### config.mk
export PLATFORM = sky130hd
export DESIGN_NAME = least_loaded_task_assigner_core
export DESIGN_NICKNAME = d
export VERILOG_FILES = /design/src/hdl/llta_pkg.sv /design/src/hdl/least_loaded_task_assigner_core.sv /design/src/hdl/llta_ram.sv /design/src/hdl/llta_scan.sv
export SDC_FILE = /design/constraint.sdc
export NUM_CORES = 1
export LEC_CHECK = 0
export ABC_AREA = 1
export ABC_CLOCK_PERIOD_IN_PS = 6500
export BUFFER_PORTS_ARGS = -buffer_cell sky130_fd_sc_hd__buf_2
export CAP_MARGIN = 15
export CORE_MARGIN = 2
export CORE_UTILIZATION = 59
export CTS_BUF_LIST = sky130_fd_sc_hd__clkbuf_4
export DETAILED_ROUTE_END_ITERATION = 8
export PLACE_DENSITY = 0.76
export SYNTH_ARGS = -nofsm -noshare
export SYNTH_HDL_FRONTEND = slang
export SYNTH_HIERARCHICAL = 1
export SYNTH_SLANG_ARGS = --single-unit
### constraint.sdc
create_clock -name clock -period 6.5 [get_ports clock]
set_input_delay 1.95 -clock clock [delete_from_list [all_inputs] [get_ports clock]]
set_output_delay 1.95 -clock clock [all_outputs]
set_load 0.02 [all_outputs]
### src/hdl/llta_pkg.sv
// ----------------------------------------------------------------------------
// llta_pkg: shared types and constants of the least-loaded task assigner
// Holds default sizes, the fixed port field widths, the sequencer state type
// and the control bundle that drives the scan unit.
// ----------------------------------------------------------------------------
package llta_pkg;

   // Default sizes handed to the top-level parameters.
   localparam int LLTA_NUM_RESOURCES = 16;
   localparam int LLTA_DIFF_WIDTH    = 16;
   localparam int LLTA_LOAD_WIDTH    = 32;

   // Fixed field widths on the ports.
   localparam int REQ_DIFF_BITS   = 16;
   localparam int REQ_TDATA_BITS  = 24;
   localparam int RSP_INDEX_BITS  = 4;
   localparam int RSP_LOAD_BITS   = 32;
   localparam int RSP_TDATA_BITS  = 72;
   localparam int CSR_BITS        = 5;
   localparam logic [CSR_BITS-1:0] CSR_RESET_VALUE = 5'd16;

   typedef enum logic [2:0] {
      ST_IDLE,
      ST_SCAN,
      ST_DRAIN,
      ST_ADD,
      ST_DONE
   } state_type;

   typedef struct packed {
      logic sample;   // a load word is present at the scan input
      logic first;    // it is the word of resource zero: restart the search
   } scan_ctl_type;

endpackage

### src/hdl/least_loaded_task_assigner_core.sv
// ----------------------------------------------------------------------------
// least_loaded_task_assigner_core: greedy least-loaded task assignment
// Adds each task's difficulty to the active resource with the smallest load,
// then reports the chosen index, its new load and the load spread.
// ----------------------------------------------------------------------------
//
//  Channel   Direction  Handshake              Contents
//  req_*     in         req_tvalid/req_tready  start_batch, difficulty
//  rsp_*     out        rsp_tvalid/rsp_tready  index, new load, spread; saturated
//  csr_*     in         csr_wr_en              active_resources
//
//  After acceptance a request passes through a scan, a drain state, an add
//  state and a finish state before its response is ready to leave. The scan
//  reads one load word per cycle from the load RAM through its single read
//  port, one for each of the effective number of active resources. The next
//  request can be accepted the cycle after the write-back. Reset is synchronous
//  and immediate (no clearing pass). The finish cycle stalls only while a
//  previous response still sits unaccepted in the output register.
//
module least_loaded_task_assigner_core
   import llta_pkg::*;
#(
   parameter int NUM_RESOURCES = LLTA_NUM_RESOURCES,
   parameter int DIFF_WIDTH    = LLTA_DIFF_WIDTH,
   parameter int LOAD_WIDTH    = LLTA_LOAD_WIDTH
) (
   input  logic                      clock,
   input  logic                      reset,
   // req_tdata, from bit 0: start_batch[0], difficulty[16:1], zero pad[23:17]
   input  logic [REQ_TDATA_BITS-1:0] req_tdata,
   input  logic                      req_tvalid,
   output logic                      req_tready,
   // rsp_tdata, from bit 0: resource_index[3:0], new_load[35:4],
   // load_spread[67:36], zero pad[71:68]
   output logic [RSP_TDATA_BITS-1:0] rsp_tdata,
   // rsp_tuser, from bit 0: saturated[0]
   output logic                      rsp_tuser,
   output logic                      rsp_tvalid,
   input  logic                      rsp_tready,
   input  logic                      csr_wr_en,
   input  logic [CSR_BITS-1:0]       csr_wr_data
);

   // Index width for resources, and a width wide enough to compare the
   // active-resource register against the resource count.
   localparam int IW  = (NUM_RESOURCES > 1) ? $clog2(NUM_RESOURCES) : 1;
   localparam int CW  = $clog2(NUM_RESOURCES + 1);
   localparam int KW  = (CW > CSR_BITS) ? CW : CSR_BITS;
   // Difficulty bits that survive the DIFF_WIDTH mask.
   localparam int DK  = (DIFF_WIDTH < REQ_DIFF_BITS) ? DIFF_WIDTH : REQ_DIFF_BITS;
   localparam logic [REQ_DIFF_BITS-1:0] DiffMask =
      REQ_DIFF_BITS'((17'(1) << DK) - 17'(1));
   // Sum width: room for the carry past LOAD_WIDTH even when the difficulty
   // is wider than a load.
   localparam int SW  = ((LOAD_WIDTH > REQ_DIFF_BITS) ? LOAD_WIDTH : REQ_DIFF_BITS) + 1;
   // Widths used to fit internal values into the fixed response fields.
   localparam int XW  = (LOAD_WIDTH > RSP_LOAD_BITS) ? LOAD_WIDTH : RSP_LOAD_BITS;
   localparam int PW  = (IW > RSP_INDEX_BITS) ? IW : RSP_INDEX_BITS;

   // ---------------------------------------------------------------------
   // Registers
   // ---------------------------------------------------------------------
   state_type                  state_ff, state_in;
   logic [CSR_BITS-1:0]        csr_ff;
   logic [REQ_DIFF_BITS-1:0]   diff_ff;
   logic [IW-1:0]              last_ff;
   logic [IW-1:0]              rd_ptr_ff, rd_ptr_in;
   logic                       samp_ff;
   logic [IW-1:0]              samp_idx_ff;
   logic                       samp_ok_ff;
   // One valid bit per load entry; an entry not valid reads as zero load.
   // Reset and start_batch clear all of them at once.
   logic [NUM_RESOURCES-1:0]   valid_ff;
   logic [LOAD_WIDTH-1:0]      sum_ff;
   logic                       sat_ff;
   logic                       rsp_valid_ff;
   logic [RSP_TDATA_BITS-1:0]  rsp_data_ff;
   logic                       rsp_user_ff;

   // ---------------------------------------------------------------------
   // Combinational signals
   // ---------------------------------------------------------------------
   logic                       req_accept;
   logic                       rd_en;
   logic                       finish;
   logic [IW-1:0]              last_idx;
   logic [KW-1:0]              cnt;
   logic [LOAD_WIDTH-1:0]      ram_rdata;
   logic [LOAD_WIDTH-1:0]      samp_load;
   scan_ctl_type               scan_ctl;
   logic [LOAD_WIDTH-1:0]      min_load;
   logic [IW-1:0]              min_idx;
   logic [LOAD_WIDTH-1:0]      next_load;
   logic                       next_ok;
   logic [LOAD_WIDTH-1:0]      max_load;
   logic [SW-1:0]              sum_wide;
   logic [LOAD_WIDTH-1:0]      hi_load;
   logic [LOAD_WIDTH-1:0]      lo_load;
   logic [LOAD_WIDTH-1:0]      spread;
   logic [XW-1:0]              sum_x;
   logic [XW-1:0]              spread_x;
   logic [PW-1:0]              idx_pad;

   assign req_accept = req_tvalid && req_tready;

   // Effective active count: zero behaves as one, anything above the
   // resource count behaves as the resource count. Kept as the last index.
   always_comb begin
      cnt = KW'(csr_ff);
      if (cnt == '0) begin
         last_idx = '0;
      end else if (cnt > KW'(NUM_RESOURCES)) begin
         last_idx = IW'(NUM_RESOURCES - 1);
      end else begin
         last_idx = IW'(cnt - KW'(1));
      end
   end

   // ---------------------------------------------------------------------
   // Sequencer: next state and strobes
   // ---------------------------------------------------------------------
   always_comb begin
      state_in   = state_ff;
      rd_ptr_in  = rd_ptr_ff;
      req_tready = 1'b0;
      rd_en      = 1'b0;
      finish     = 1'b0;
      unique case (state_ff)
         ST_IDLE: begin
            req_tready = 1'b1;
            if (req_tvalid) begin
               rd_ptr_in = '0;
               state_in  = ST_SCAN;
            end
         end
         ST_SCAN: begin
            rd_en = 1'b1;
            if (rd_ptr_ff == last_ff) begin
               state_in = ST_DRAIN;
            end else begin
               rd_ptr_in = rd_ptr_ff + IW'(1);
            end
         end
         ST_DRAIN: begin
            // The last load word reaches the scan unit in this cycle.
            state_in = ST_ADD;
         end
         ST_ADD: begin
            state_in = ST_DONE;
         end
         ST_DONE: begin
            // Write back and hand over once the output register is free.
            if (!rsp_valid_ff || rsp_tready) begin
               finish   = 1'b1;
               state_in = ST_IDLE;
            end
         end
         default: begin
            state_in = ST_IDLE;
         end
      endcase
   end

   // ---------------------------------------------------------------------
   // Load store and scan
   // ---------------------------------------------------------------------
   llta_ram #(
      .WIDTH (LOAD_WIDTH),
      .DEPTH (NUM_RESOURCES)
   ) u_load_ram (
      .clock   (clock),
      .wr_en   (finish),
      .wr_addr (min_idx),
      .wr_data (sum_ff),
      .rd_en   (rd_en),
      .rd_addr (rd_ptr_ff),
      .rd_data (ram_rdata)
   );

   // The valid bit is sampled with the read so that a cleared entry
   // contributes a zero load.
   assign samp_load      = samp_ok_ff ? ram_rdata : '0;
   assign scan_ctl.sample = samp_ff;
   assign scan_ctl.first  = (samp_idx_ff == '0);

   llta_scan #(
      .NUM_RESOURCES (NUM_RESOURCES),
      .LOAD_WIDTH    (LOAD_WIDTH)
   ) u_scan (
      .clock     (clock),
      .reset     (reset),
      .ctl       (scan_ctl),
      .samp_load (samp_load),
      .samp_idx  (samp_idx_ff),
      .min_load  (min_load),
      .min_idx   (min_idx),
      .next_load (next_load),
      .next_ok   (next_ok),
      .max_load  (max_load)
   );

   // ---------------------------------------------------------------------
   // Saturating add and spread
   // ---------------------------------------------------------------------
   // Any carry above LOAD_WIDTH means the load clips at all ones. A load
   // already at its maximum with a nonzero difficulty is caught by this too.
   assign sum_wide = SW'(min_load) + SW'(diff_ff & DiffMask);

   // After the update the largest load is the old maximum or the new sum,
   // and the smallest is the new sum or the smallest of the other resources.
   // With a single active resource both are the sum and the spread is zero.
   always_comb begin
      hi_load = (sum_ff > max_load) ? sum_ff : max_load;
      lo_load = (next_ok && (next_load < sum_ff)) ? next_load : sum_ff;
      spread  = hi_load - lo_load;
      sum_x    = XW'(sum_ff);
      spread_x = XW'(spread);
      idx_pad  = PW'(min_idx);
   end

   // ---------------------------------------------------------------------
   // Clocked state
   // ---------------------------------------------------------------------
   always_ff @(posedge clock) begin
      if (reset) begin
         state_ff     <= ST_IDLE;
         csr_ff       <= CSR_RESET_VALUE;
         valid_ff     <= '0;
         samp_ff      <= 1'b0;
         rsp_valid_ff <= 1'b0;
      end else begin
         state_ff <= state_in;
         samp_ff  <= rd_en;
         if (csr_wr_en) begin
            csr_ff <= csr_wr_data;
         end
         if (req_accept && req_tdata[0]) begin
            valid_ff <= '0;
         end else if (finish) begin
            valid_ff[min_idx] <= 1'b1;
         end
         if (finish) begin
            rsp_valid_ff <= 1'b1;
         end else if (rsp_tready) begin
            rsp_valid_ff <= 1'b0;
         end
      end

      rd_ptr_ff <= rd_ptr_in;
      if (req_accept) begin
         diff_ff <= req_tdata[REQ_DIFF_BITS:1];
         last_ff <= last_idx;
      end
      samp_idx_ff <= rd_ptr_ff;
      samp_ok_ff  <= valid_ff[rd_ptr_ff];
      if (state_ff == ST_ADD) begin
         sum_ff <= (sum_wide[SW-1:LOAD_WIDTH] != '0) ? '1 : sum_wide[LOAD_WIDTH-1:0];
         sat_ff <= (sum_wide[SW-1:LOAD_WIDTH] != '0);
      end
      if (finish) begin
         rsp_data_ff <= {4'b0000, spread_x[RSP_LOAD_BITS-1:0], sum_x[RSP_LOAD_BITS-1:0],
                         idx_pad[RSP_INDEX_BITS-1:0]};
         rsp_user_ff <= sat_ff;
      end
   end

   assign rsp_tvalid = rsp_valid_ff;
   assign rsp_tdata  = rsp_data_ff;
   assign rsp_tuser  = rsp_user_ff;

endmodule

### src/hdl/llta_ram.sv
// ----------------------------------------------------------------------------
// llta_ram: generic single-port-write, single-port-read RAM
// One write and one read per cycle; read data is registered.
// ----------------------------------------------------------------------------
module llta_ram #(
   parameter int WIDTH = 32,
   parameter int DEPTH = 16,
   localparam int AW = (DEPTH > 1) ? $clog2(DEPTH) : 1
) (
   input  logic             clock,
   input  logic             wr_en,
   input  logic [AW-1:0]    wr_addr,
   input  logic [WIDTH-1:0] wr_data,
   input  logic             rd_en,
   input  logic [AW-1:0]    rd_addr,
   output logic [WIDTH-1:0] rd_data
);

   logic [WIDTH-1:0] mem_ff [DEPTH];
   logic [WIDTH-1:0] rd_data_ff;

   always_ff @(posedge clock) begin
      if (wr_en) begin
         mem_ff[wr_addr] <= wr_data;
      end
      if (rd_en) begin
         rd_data_ff <= mem_ff[rd_addr];
      end
   end

   assign rd_data = rd_data_ff;

endmodule

### src/hdl/llta_scan.sv
// ----------------------------------------------------------------------------
// llta_scan: running minimum, runner-up and maximum over streamed loads
// Takes one load word per cycle in index order and keeps the lowest-index
// minimum, the smallest load among the other resources, and the maximum.
// ----------------------------------------------------------------------------
module llta_scan
   import llta_pkg::*;
#(
   parameter int NUM_RESOURCES = LLTA_NUM_RESOURCES,
   parameter int LOAD_WIDTH    = LLTA_LOAD_WIDTH,
   localparam int IW = (NUM_RESOURCES > 1) ? $clog2(NUM_RESOURCES) : 1
) (
   input  logic                  clock,
   input  logic                  reset,
   input  scan_ctl_type          ctl,
   input  logic [LOAD_WIDTH-1:0] samp_load,
   input  logic [IW-1:0]         samp_idx,
   output logic [LOAD_WIDTH-1:0] min_load,
   output logic [IW-1:0]         min_idx,
   output logic [LOAD_WIDTH-1:0] next_load,
   output logic                  next_ok,
   output logic [LOAD_WIDTH-1:0] max_load
);

   logic [LOAD_WIDTH-1:0] min_ff, min_in;
   logic [IW-1:0]         idx_ff, idx_in;
   logic [LOAD_WIDTH-1:0] next_ff, next_in;
   logic                  next_ok_ff, next_ok_in;
   logic [LOAD_WIDTH-1:0] max_ff, max_in;

   always_comb begin
      min_in     = min_ff;
      idx_in     = idx_ff;
      next_in    = next_ff;
      next_ok_in = next_ok_ff;
      max_in     = max_ff;
      if (ctl.sample) begin
         if (ctl.first) begin
            min_in     = samp_load;
            idx_in     = samp_idx;
            max_in     = samp_load;
            next_ok_in = 1'b0;
         end else begin
            // A strictly smaller load takes over, so ties keep the lower index.
            if (samp_load < min_ff) begin
               min_in     = samp_load;
               idx_in     = samp_idx;
               next_in    = min_ff;
               next_ok_in = 1'b1;
            end else if (!next_ok_ff || (samp_load < next_ff)) begin
               next_in    = samp_load;
               next_ok_in = 1'b1;
            end
            if (samp_load > max_ff) begin
               max_in = samp_load;
            end
         end
      end
   end

   always_ff @(posedge clock) begin
      if (reset) begin
         next_ok_ff <= 1'b0;
      end else begin
         next_ok_ff <= next_ok_in;
      end
      min_ff  <= min_in;
      idx_ff  <= idx_in;
      next_ff <= next_in;
      max_ff  <= max_in;
   end

   assign min_load  = min_ff;
   assign min_idx   = idx_ff;
   assign next_load = next_ff;
   assign next_ok   = next_ok_ff;
   assign max_load  = max_ff;

endmodule
Yosys cells after proc, flatten, opt, wreduce, memory -nomap -nowiden
Memories as Yosys holds them, arrays and structs flattened. A register that Yosys moved wholly into a read port is not among the register bits. Index checks and enable logic that the tools add are counted.

Bits in read-only memories: 0. Memories kept: 1. Word-level logic and storage cells: 102. Latch bits: 0. Register bits: 258. Input bits: 34. Bits in writable memories: 512. Output and inout bits: 75.

Memories: u_load_ram.mem_ff (words 16, bits a word 32, rd ports 1, clocked after memory_dff 1, write ports 1, line llta_ram.sv:19) `logic [WIDTH-1:0] mem_ff [DEPTH];`.

Divide/modulo/power cells: 0. Bitwise operators: 2. $add $sub $neg: 4. Mux-type cells: 34. Shifts and indexed selects: 0. Multiply operators: 0. Eq/ne operators: 9. Reductions and logical operators: 24. $lt $le $gt $ge: 9.

Operators with widths (count): 2-to-1 mux 32 bit (9); < comparator 32 bit (3); greater-than comparator 32 bit (2); adder 32 x 16 -> 33 bit (1); subtractor 32 bit (1); 2-to-1 mux 4 bit (5); bitwise OR 16 bit (1); case mux 3 bit (5 select lines) (1); 2-to-1 mux 1 bit (13); < comparator 4 x 5 -> 1 bit (second input constant) (2); nonzero test 2 bit (5); 2-to-1 mux 3 bit (3); AND reduction 3 bit (3); inequality test 2 bit (second input constant) (4); case mux 4 bit (2 select lines) (1); equality test 3 x 2 -> 1 bit (second input constant) (2); AND reduction 2 bit (3); greater-than comparator 5 bit (second input constant) (1); logical NOT 5 bit (1); adder 4 x 1 -> 4 bit (second input constant) (1); binary-select mux 1 bit (select 4 bit) (1); demux 1 bit (select 4 bit) (1); equality test 4 bit (1); greater-or-equal comparator 4 x 1 -> 1 bit (second input constant) (1); 11 further kinds (16).

Longest topological paths before layout
Gate-level depths: netlist of the first run.

Depth after elaboration: 6. Mapped depth: 30. Depth with buffers taken out: 30.

Modules after synthesis
The synthesis of the first run kept the hierarchy.

By module, submodules not included: llta_ram (area an instance 23050.9 um^2, seq. area each 16335.7 um^2, cells each 2120, instances 1); least_loaded_task_assigner_core (area an instance 11013.1 um^2, seq. area each 4404.2 um^2, cells each 1379, instances 1); llta_scan (area an instance 5909.4 um^2, seq. area each 3022.9 um^2, cells each 569, instances 1).

Least setup slack after synthesis of the first run
OpenSTA, ideal clock, no wires.

Path type: input to register. Start point: input port rsp_tready. End point: memory u_load_ram.mem_ff[12][0] (enable). Cell stages on the path: 7. Slack: -210 ps. Required time: 6079 ps. Buffers on the path: 1. Arrival time: 6289 ps. Library setup time: 421 ps. Cell sequence: nor2_1 > inv_1 > nand2_1 > inv_1 > clkbuf_1 > nand3_1 > nor2_1.

Longest elaborated chain between the ends: 5.

Ends and longest elaborated chain: start, declared (line least_loaded_task_assigner_core.sv:39) `input logic rsp_tready,`; logical OR 1 bit (line least_loaded_task_assigner_core.sv:153) `if (!rsp_valid_ff || rsp_tready) begin`; 2-to-1 mux 1 bit (line least_loaded_task_assigner_core.sv:153); 2-to-1 mux 1 bit (line least_loaded_task_assigner_core.sv:128) `unique case (state_ff)`; via finish (line least_loaded_task_assigner_core.sv:85) `logic finish;`; 2-to-1 mux 1 bit (line llta_ram.sv:23) `if (wr_en) begin`; 2-to-1 mux 1 bit (implied by the code) (line llta_ram.sv:24) `mem_ff[wr_addr] <= wr_data;`; end, declared (line llta_ram.sv:19).

The timed path passes the listed nets, and every way through them passes these cells.

Worst setup path in the final report of the first run
Start point: register sum_ff[7]. End point: register rsp_data_ff[64], in the netlist rsp_tdata[64], data pin.

Longest elaborated chain between the ends: 4. Elaborated cells between the ends (all ways): 6. Classes of those cells: add/sub (1); order compare (2); mux (2); reduce/logical (1).

Ends and longest elaborated chain: start, declared (line least_loaded_task_assigner_core.sv:74) `logic [LOAD_WIDTH-1:0] sum_ff;`; start signal, assigned (line least_loaded_task_assigner_core.sv:257) `sum_ff <= (sum_wide[SW-1:LOAD_WIDTH] != '0) ? '1 : sum_wide[LOAD_WIDTH-1:0];`; < comparator 32 bit (line least_loaded_task_assigner_core.sv:214) `lo_load = (next_ok && (next_load < sum_ff)) ? next_load : sum_ff;`; logical AND 1 bit (line least_loaded_task_assigner_core.sv:214); 2-to-1 mux 32 bit (line least_loaded_task_assigner_core.sv:214); subtractor 32 bit * (line least_loaded_task_assigner_core.sv:215) `spread = hi_load - lo_load;`; via spread[28] (line least_loaded_task_assigner_core.sv:99) `logic [LOAD_WIDTH-1:0] spread;`; end signal, assigned (line least_loaded_task_assigner_core.sv:261) `rsp_data_ff <= {4'b0000, spread_x[RSP_LOAD_BITS-1:0], sum_x[RSP_LOAD_BITS-1:0],`; end, declared (line least_loaded_task_assigner_core.sv:77) `logic [RSP_TDATA_BITS-1:0] rsp_data_ff;`.

Mark *: on every way through the listed nets, which the timed path passes. The rest lies on a longest branch. A chain may end at the register's enable or synchronous reset.

==> results of run 1 <==
power by group through the flow:
stage | registers, uW | clock network, uW | logic [uW]
floorplan | 6570 | 0 | 4130
global placement | 6630 | 0 | 5420
detailed placement | 6650 | 0 | 5550
CTS | 6540 | 4370 | 5600
global route | 6580 | 4610 | 6300
finish | 6550 | 4270 | 5710
state kept, by name (all words and copies together) (netlist names), 3 cells and up:
signal / count
u_scan/min_idx: 4
samp_idx_ff: 4
rd_ptr_ff: 4
cnt: 5
rsp_tdata: 68
u_scan/min_load: 32
valid_ff: 16
sum_ff: 32
last_ff: 4
u_scan/max_load: 32
u_load_ram/mem_ff: 512
u_scan/next_load: 32
diff_ff: 16
u_load_ram/rd_data: 32
state_ff: 3
cell families (layout without fill, tap and decap cells):
| family | after synthesis | in the layout | share of synthesized area [%] |
|---|---|---|---|
| AO/OA/AOI/OAI | 363 | 363 | 5.093 |
| AND/OR/NAND/NOR | 1776 | 1776 | 18.73 |
| buffers and inverters | 871 | 1206 | 9.140 |
| other | 1 | 6 | 0.009381 |
| multiplexers | 1 | 1 | 0.02504 |
| flip-flops | 802 | 802 | 59.45 |
| adder cells (fa/ha/maj) | 208 | 208 | 6.548 |
| XOR/XNOR | 46 | 46 | 1.008 |
cell usage in the layout (no fill, tap or decap), drive strengths merged, types with 2 or more instances in the layout:
cell,n
nor2,130
bufinv,7
nor3,26
nand3,445
ha,206
o21bai,4
xnor2,11
diode,2
a21oi,161
edfxtp,770
nand4,29
xor2,35
dfxtp,32
clkinvlp,4
o21ai,164
o211ai,3
inv,735
and3,2
nand3b,5
a21o,13
buf,138
fa,2
clkinv,40
conb,4
a31oi,5
nand2,1120
nor4,4
or2,14
o221ai,2
o21a,5
clkbuf,282
critical path: stages (launching register included):
cell and delay (ns):
edfxtp_1 0.74, ha_1 0.48, nand2_1 0.07, nor2_1 0.16, nand4_1 0.17, nor2_1 0.30
nand2_1 0.16, nand2_2 0.71, nor2_1 0.08, a21oi_1 0.19, ha_1 0.24, inv_1 0.07
fa_1 0.42, nand3_1 0.12, nand2_1 0.10, nand2_1 0.08, nand2_1 0.17, nand3_1 0.12
nand3_1 0.23, nand2_1 0.13, nand2_1 0.08, nand2_1 0.07, nand2_1 0.05, xor2_1 0.15
per-layer routing:
layer,part of all wire (%),vias to the layer above
met3,9.3,263
li1,-,13910
met4,3.9,2
met1,40,13760
met5,0.013,-
met2,47,1328
final timing paths:
kind / end / cells past startpoint
setup reg to reg: rsp_tdata[64] / 23
hold reg to reg: u_scan/min_idx[3] / 0
setup / recovery: rsp_tdata[64] / 23
hold / removal: u_scan/min_idx[3] / 0
final cells by class:
type                       instances  area share (%)
sequential                       802           54.36
multi-input combinational       2398           29.12
inverter                         733           6.317
clock buffer                     282           4.843
tap                              873           2.499
timing repair buffer             138           1.872
clock inverter                    53          0.9789
antenna                            2         0.01145
per-stage QoR:
stage | hold slack, ns | utilization, % | total power, uW
2_1_floorplan | 0.4003 | - | 10700
3_3_place_gp | 0.4156 | 61.29 | 12060
3_5_place_dp | 0.4161 | 61.29 | 12210
4_1_cts | 0.4056 | 65.08 | 16510
5_1_grt | 0.4405 | 65.09 | 17490
6_report | 0.4082 | 65.09 | 16520
==> run metrics, run 1 <==
half-perimeter wire length after placement=62.55 mm; largest net degree at the start of global routing=194; worst flop-to-flop path startpoint=sum_ff[7]; clk root buf=clkbuf_4; Flop pwr share=between 30% and 40%; Power Density=about 380 mW/mm2; Iter 0 DRT Violations=2,829; DRC=0; Clock Tree Buf Depth=3; gr usage total=28.49%; pre-CTS setup slack=1.228 ns; Fillers=between 5,000 and 6,000; Area after DPL=about 0.04 mm2; Worst Path Arrival=6.16 ns; Clk pwr share=about a quarter; Sw Share=about two fifths; Die Y=between 200 and 300 um; Final Worst Setup Slack=~1.1 ns; sequential area share after synthesis=around three fifths; Crit Path Category=reg2reg; post-synthesis register bit count=~800; Final Instance Area=about 0.044 mm2; Synth top area share=between 50% and 60%; crit path launch=sum_ff[7]; Commonest cells post-synth=nand2_1 (1,116), edfxtp_1 (770), inv_1 (728); TritonCTS clock tree=done; Synth Area per Inst=just under 10 um2; clock-pin slew on the worst setup and hold paths=0.07 ns; status=finished, final reports clean; Combinational Power Share=about 35%; Reg2Reg Setup Slack=about 1.1 ns; internal power=10,200 uW; grt peak-use layer=met2; register area=around 0.024 mm2; count leader, synth=nand2_1; CTS Buf Count=198; # Post-CTS Setup Buffers=0; Layout Nets=between 4,000 and 5,000; max-cap viol count=0; post-cts hold buffer count=0; worst-skew pair later-pin latency=between 1 and 1.5 ns; switching power=between 6000 and 7000 uW; post_cts resized=0; 1st-pass router iterations=5; post-synthesis cell area=between 0.03 and 0.04 mm2; initial core utilization=between 50% and 60%; met1 usage=a little under two fifths; Clock Sinks=802; first-pass GRT wire length=about 150 mm; Synth cell types=slightly below 60; dpl cells=4,944; Synth area leader=edfxtp_1; warnings from Yosys=6; H-Tree Depth=4; layout cells sized above 1=a little under an eighth; area taken by multi-input logic gates=0.01273 mm2; post-DR vias/cell=around 5.5; via count=approximately 30,000; Total Die Area=roughly 0.070 mm2; buffers added on ports=between 90 and 100; number of synthesized flops with an enable pin=a little under 800; ys flop type=edfxtp_1; HP Class=reg2reg; required time of the critical path=between 7 and 8 ns; startpoint types=flip-flop; clk_skew=roughly 0.052 ns; Worst-Margin Slew=roughly 1.1 ns; Setup crit end kind=flip-flop; Area growth syn-to-layout=9.356%; Leak=0.01963 uW; asr flop ratio synth=0%; final period utilization=between 80 and 90%; Max Slew Vio Count=0; Detailed Route WL=~99 mm; Post-Layout Cell Count=~5,300; unrepaired setup endpoints after global routing=no; HP Start=samp_idx_ff[3]; Final Critical Period=around 5.4 ns; setup-violating endpoint count in the final report=0; # IOs=between 100 and 150; met3 usage=6.404%; Core Rows=95; Slew headroom=a little over a quarter; largest cells by area after synthesis=edfxtp_1 (58%), nand2_1 (10%), inv_1 (6.8%); fmax=0.1860 GHz; Die W=264.3 um; Overflow after GRT=0; met2 Use GR=45.85%; Final ANT Viol Nets=0; Setup TNS=0 ns; maximum vdd ir drop=between 0.3 and 0.4 mV; CORE AREA=roughly 0.067 mm2; GPL Wtd Cong=~0.91; worst-path maximum fanout=51; Final Hold Fails=0; initial antenna violation count=5; post-synthesis instance total=between 4,000 and 5,000; DR WL/cell=around 19 um; vias in the first global route=roughly 29,000
No activity file was read; power rests on OpenSTA's default activity.
==> inputs of run 2 (changes only) <==
Settings changed: ABC_CLOCK_PERIOD_IN_PS 6500 to 4700.
Clock period 6.5 ns to 4.7 ns, I/O delays scaled along.
==> run 2 against run 1 <==
Worst hold slack improved by 0.014 ns. Non-clock buffer count is 53 higher. Wire length is 1.1% lower. First-iteration DRC count down 2.9%. Critical path depth unchanged. Global-route usage is 0.38 points lower. Setup slack worse by 0.84 ns. Combinational power is 40% higher. Fmax is 22% higher. Flip-flop and latch count is the same. Sequential share of layout area is 0.40 points lower. Register-to-register slack worse by 0.84 ns. Critical path type unchanged. Critical endpoint is now rsp_tdata[65].
==> run metrics, run 2 (synthesis gave the netlist of run 1 again) <==
clk_skew=0.06117 ns (+0.009267 ns); most frequent cells in the layout=nand2_1 (1,114), edfxtp_1 (770), inv_1 (726); Power Density=515.3 mW/mm2 (+36%); commonest non-fill, non-tap cell in the layout=nand2_1; worst-path maximum fanout=16 (-69%); worst-skew pair later-pin latency=1.04 ns (-0.02 ns); max reg flops=512 (unchanged); gr usage total=28.11% (-0.38 points); internal power=13,960 uW (+37%); DR WL/cell=18.39 um (-2.1%); Slew headroom=24.81% (-1.6 points); buffers added on ports=97 (unchanged); CP max stage delay=0.48 ns (-0.26 ns); Worst Path Arrival=5.14 ns (-1.02 ns); CP dominant cell by count=nand2_1; Setup crit end kind=flip-flop; TritonCTS clock tree=done; DRC=0 (unchanged); Area growth syn-to-layout=10.16%; CP Cell Sequence=ha_1 -> nand2_1 -> nand2_1 -> nand2_1 -> nand2_1 -> nand2_1 -> nand2_1 -> nand2_1 -> nand2_1 -> nand2_1 -> nand2_1 -> nand2_2 -> buf_4 -> nand2_1 -> o21ai_0 -> ha_1 -> nand2_1 -> nand2_1 -> a21oi_1 -> o21ai_0 -> a21oi_1 -> o21ai_0 -> xor2_1; unrepaired setup endpoints after global routing=no; clock-pin slew on the worst setup and hold paths=0.07 ns (about the same); maximum vdd ir drop=0.6231 mV (+69%); Detailed Route WL=98.14 mm (-1.1%); Die W=264.3 um (unchanged); # IOs=109 (unchanged); startpoint types=flip-flop; required time of the critical path=5.43 ns (-1.86 ns); CTS Buf Count=194 (-2.0%); Worst-Margin Slew=1.128 ns (+0.02603 ns); clk root buf=clkbuf_4; switching power=8733 uW (+38%); hold slack=0.4220 ns (+0.01382 ns); Final Critical Period=4.410 ns (-0.9648 ns); Final Worst Setup Slack=0.2897 ns (-0.8352 ns); fmax=0.2267 GHz (+22%); Final ANT Viol Nets=0 (unchanged); Leak=0.01984 uW (+1.1%); Core Rows=95 (unchanged); max-cap viol count=0 (unchanged); pre-CTS setup slack=0.3226 ns (-0.9057 ns); Iter 0 DRT Violations=2,747 (-2.9%); half-perimeter wire length after placement=62.67 mm (+0.19%); initial core utilization=59.52% (unchanged); first-pass GRT wire length=150.3 mm (-1.1%); Crit Path Category=reg2reg; Die Y=264.3 um (unchanged); Reg2Reg Setup Slack=0.29 ns (-0.84 ns); Clock Tree Buf Depth=3 (unchanged); setup-violating endpoint count in the final report=0 (unchanged); Combinational Power Share=35.2% (+0.7 points); Clk pwr share=24.9% (-0.9 points); post-cts hold buffer count=0 (unchanged); initial antenna violation count=2 (-3); Overflow after GRT=0 (unchanged); Flop pwr share=39.9% (+0.3 points); HP Class=reg2reg; Reg with most FFs=u_load_ram/mem_ff; post-DR vias/cell=5.472 (-1.2%); largest net degree at the start of global routing=201 (+3.6%); H-Tree Depth=4 (unchanged); CORE AREA=0.06716 mm2 (unchanged); Final Core Density=65.57% (+0.48 points); final period utilization=93.84% (+11 points); via count=29,200 (-0.20%); 1st-pass router iterations=6 (+1); Clock Sinks=802 (unchanged); status=finished, final reports clean; Total Die Area=0.06985 mm2 (unchanged); vias in the first global route=28,060 (-1.9%); Sw Share=38.48% (+0.22 points); layout cells sized above 1=12.80% (+0.93 points); GPL Wtd Cong=0.9504 (+4.0%); Layout Nets=4,562 (+1.1%); Post-Layout Cell Count=5,336 (+1.0%); Max Slew Vio Count=0 (unchanged); Final Hold Fails=0 (unchanged); dpl cells=4,997 (+1.1%); Slowest-stage cell, CP=edfxtp_1
run 2: cell types whose count changed in the layout (fill, tap and decap cells not counted):
cell / change
buf_12: +2
buf_4: +51
bufinv_16: -4
clkinv_1: +8
clkinvlp_4: -1
inv_2: +1
inv_6: -2
nand2_2: -1
nand2_4: +1
nor3_1: -1
nor3_2: +1
run 2: cell type report:
cell class / count / area, um2
tap: 873 / 1092
multi-input combinational: 2398 / 12740
clock buffer: 282 / 2117
antenna: 2 / 5.005
sequential: 802 / 23760
clock inverter: 55 / 316.6
timing repair buffer: 191 / 1241
inverter: 733 / 2761
fill: 5104 / 23120
run 2: power groups by stage:
stage          clock, uW  combinational (uW)  sequential (uW)
6_report            5650                8000             9040
5_1_grt             6090                8820             9090
4_1_cts             5760                7860             9040
3_5_place_dp           0                7780             9190
3_3_place_gp           0                7620             9170
2_1_floorplan          0                5720             9080
run 2: critical path, delay by kind of cell, from the launching register on:
family | cells | cell delay, ns
XOR/XNOR | 1 | 0.20
AO/OA/AOI/OAI | 5 | 1.19
adder cells (fa/ha/maj) | 2 | 0.75
buffers and inverters | 1 | 0.26
AND/OR/NAND/NOR | 14 | 1.21
flip-flops | 1 | 0.48
run 2: repair_timing:
action / in CTS / in global routing
setup buffers: 0 / 0
resized for setup: 0 / 2
setup endpoints to repair: 0 / 5
run 2: path summary, 6_finish.rpt:
check / endpoint / startpoint / cells after the start
worst max register to register: rsp_tdata[65] / sum_ff[1] / 23
worst max-delay path: rsp_tdata[65] / sum_ff[1] / 23
worst min-delay path: rsp_tuser / sat_ff / 0
worst min register to register: rsp_tuser / sat_ff / 0
run 2: per-stage QoR:
step,total power (uW),TNS [ns],instance area (um2)
after floorplan,14800,-78.03,39990
after global placement,16790,0,41590
after detailed placement,16970,0,41590
after CTS,22660,0,44020
after global routing,24000,0,44030
final,22690,0,44030
run 2: per-layer routing:
layer,vias up,GRT usage [%],part of all wire [%]
met2,1239,46.50,47
met3,216,5.574,8.4
met4,0,10.81,3.1
met1,13750,36.81,41
li1,14000,-,-
met5,-,0,0
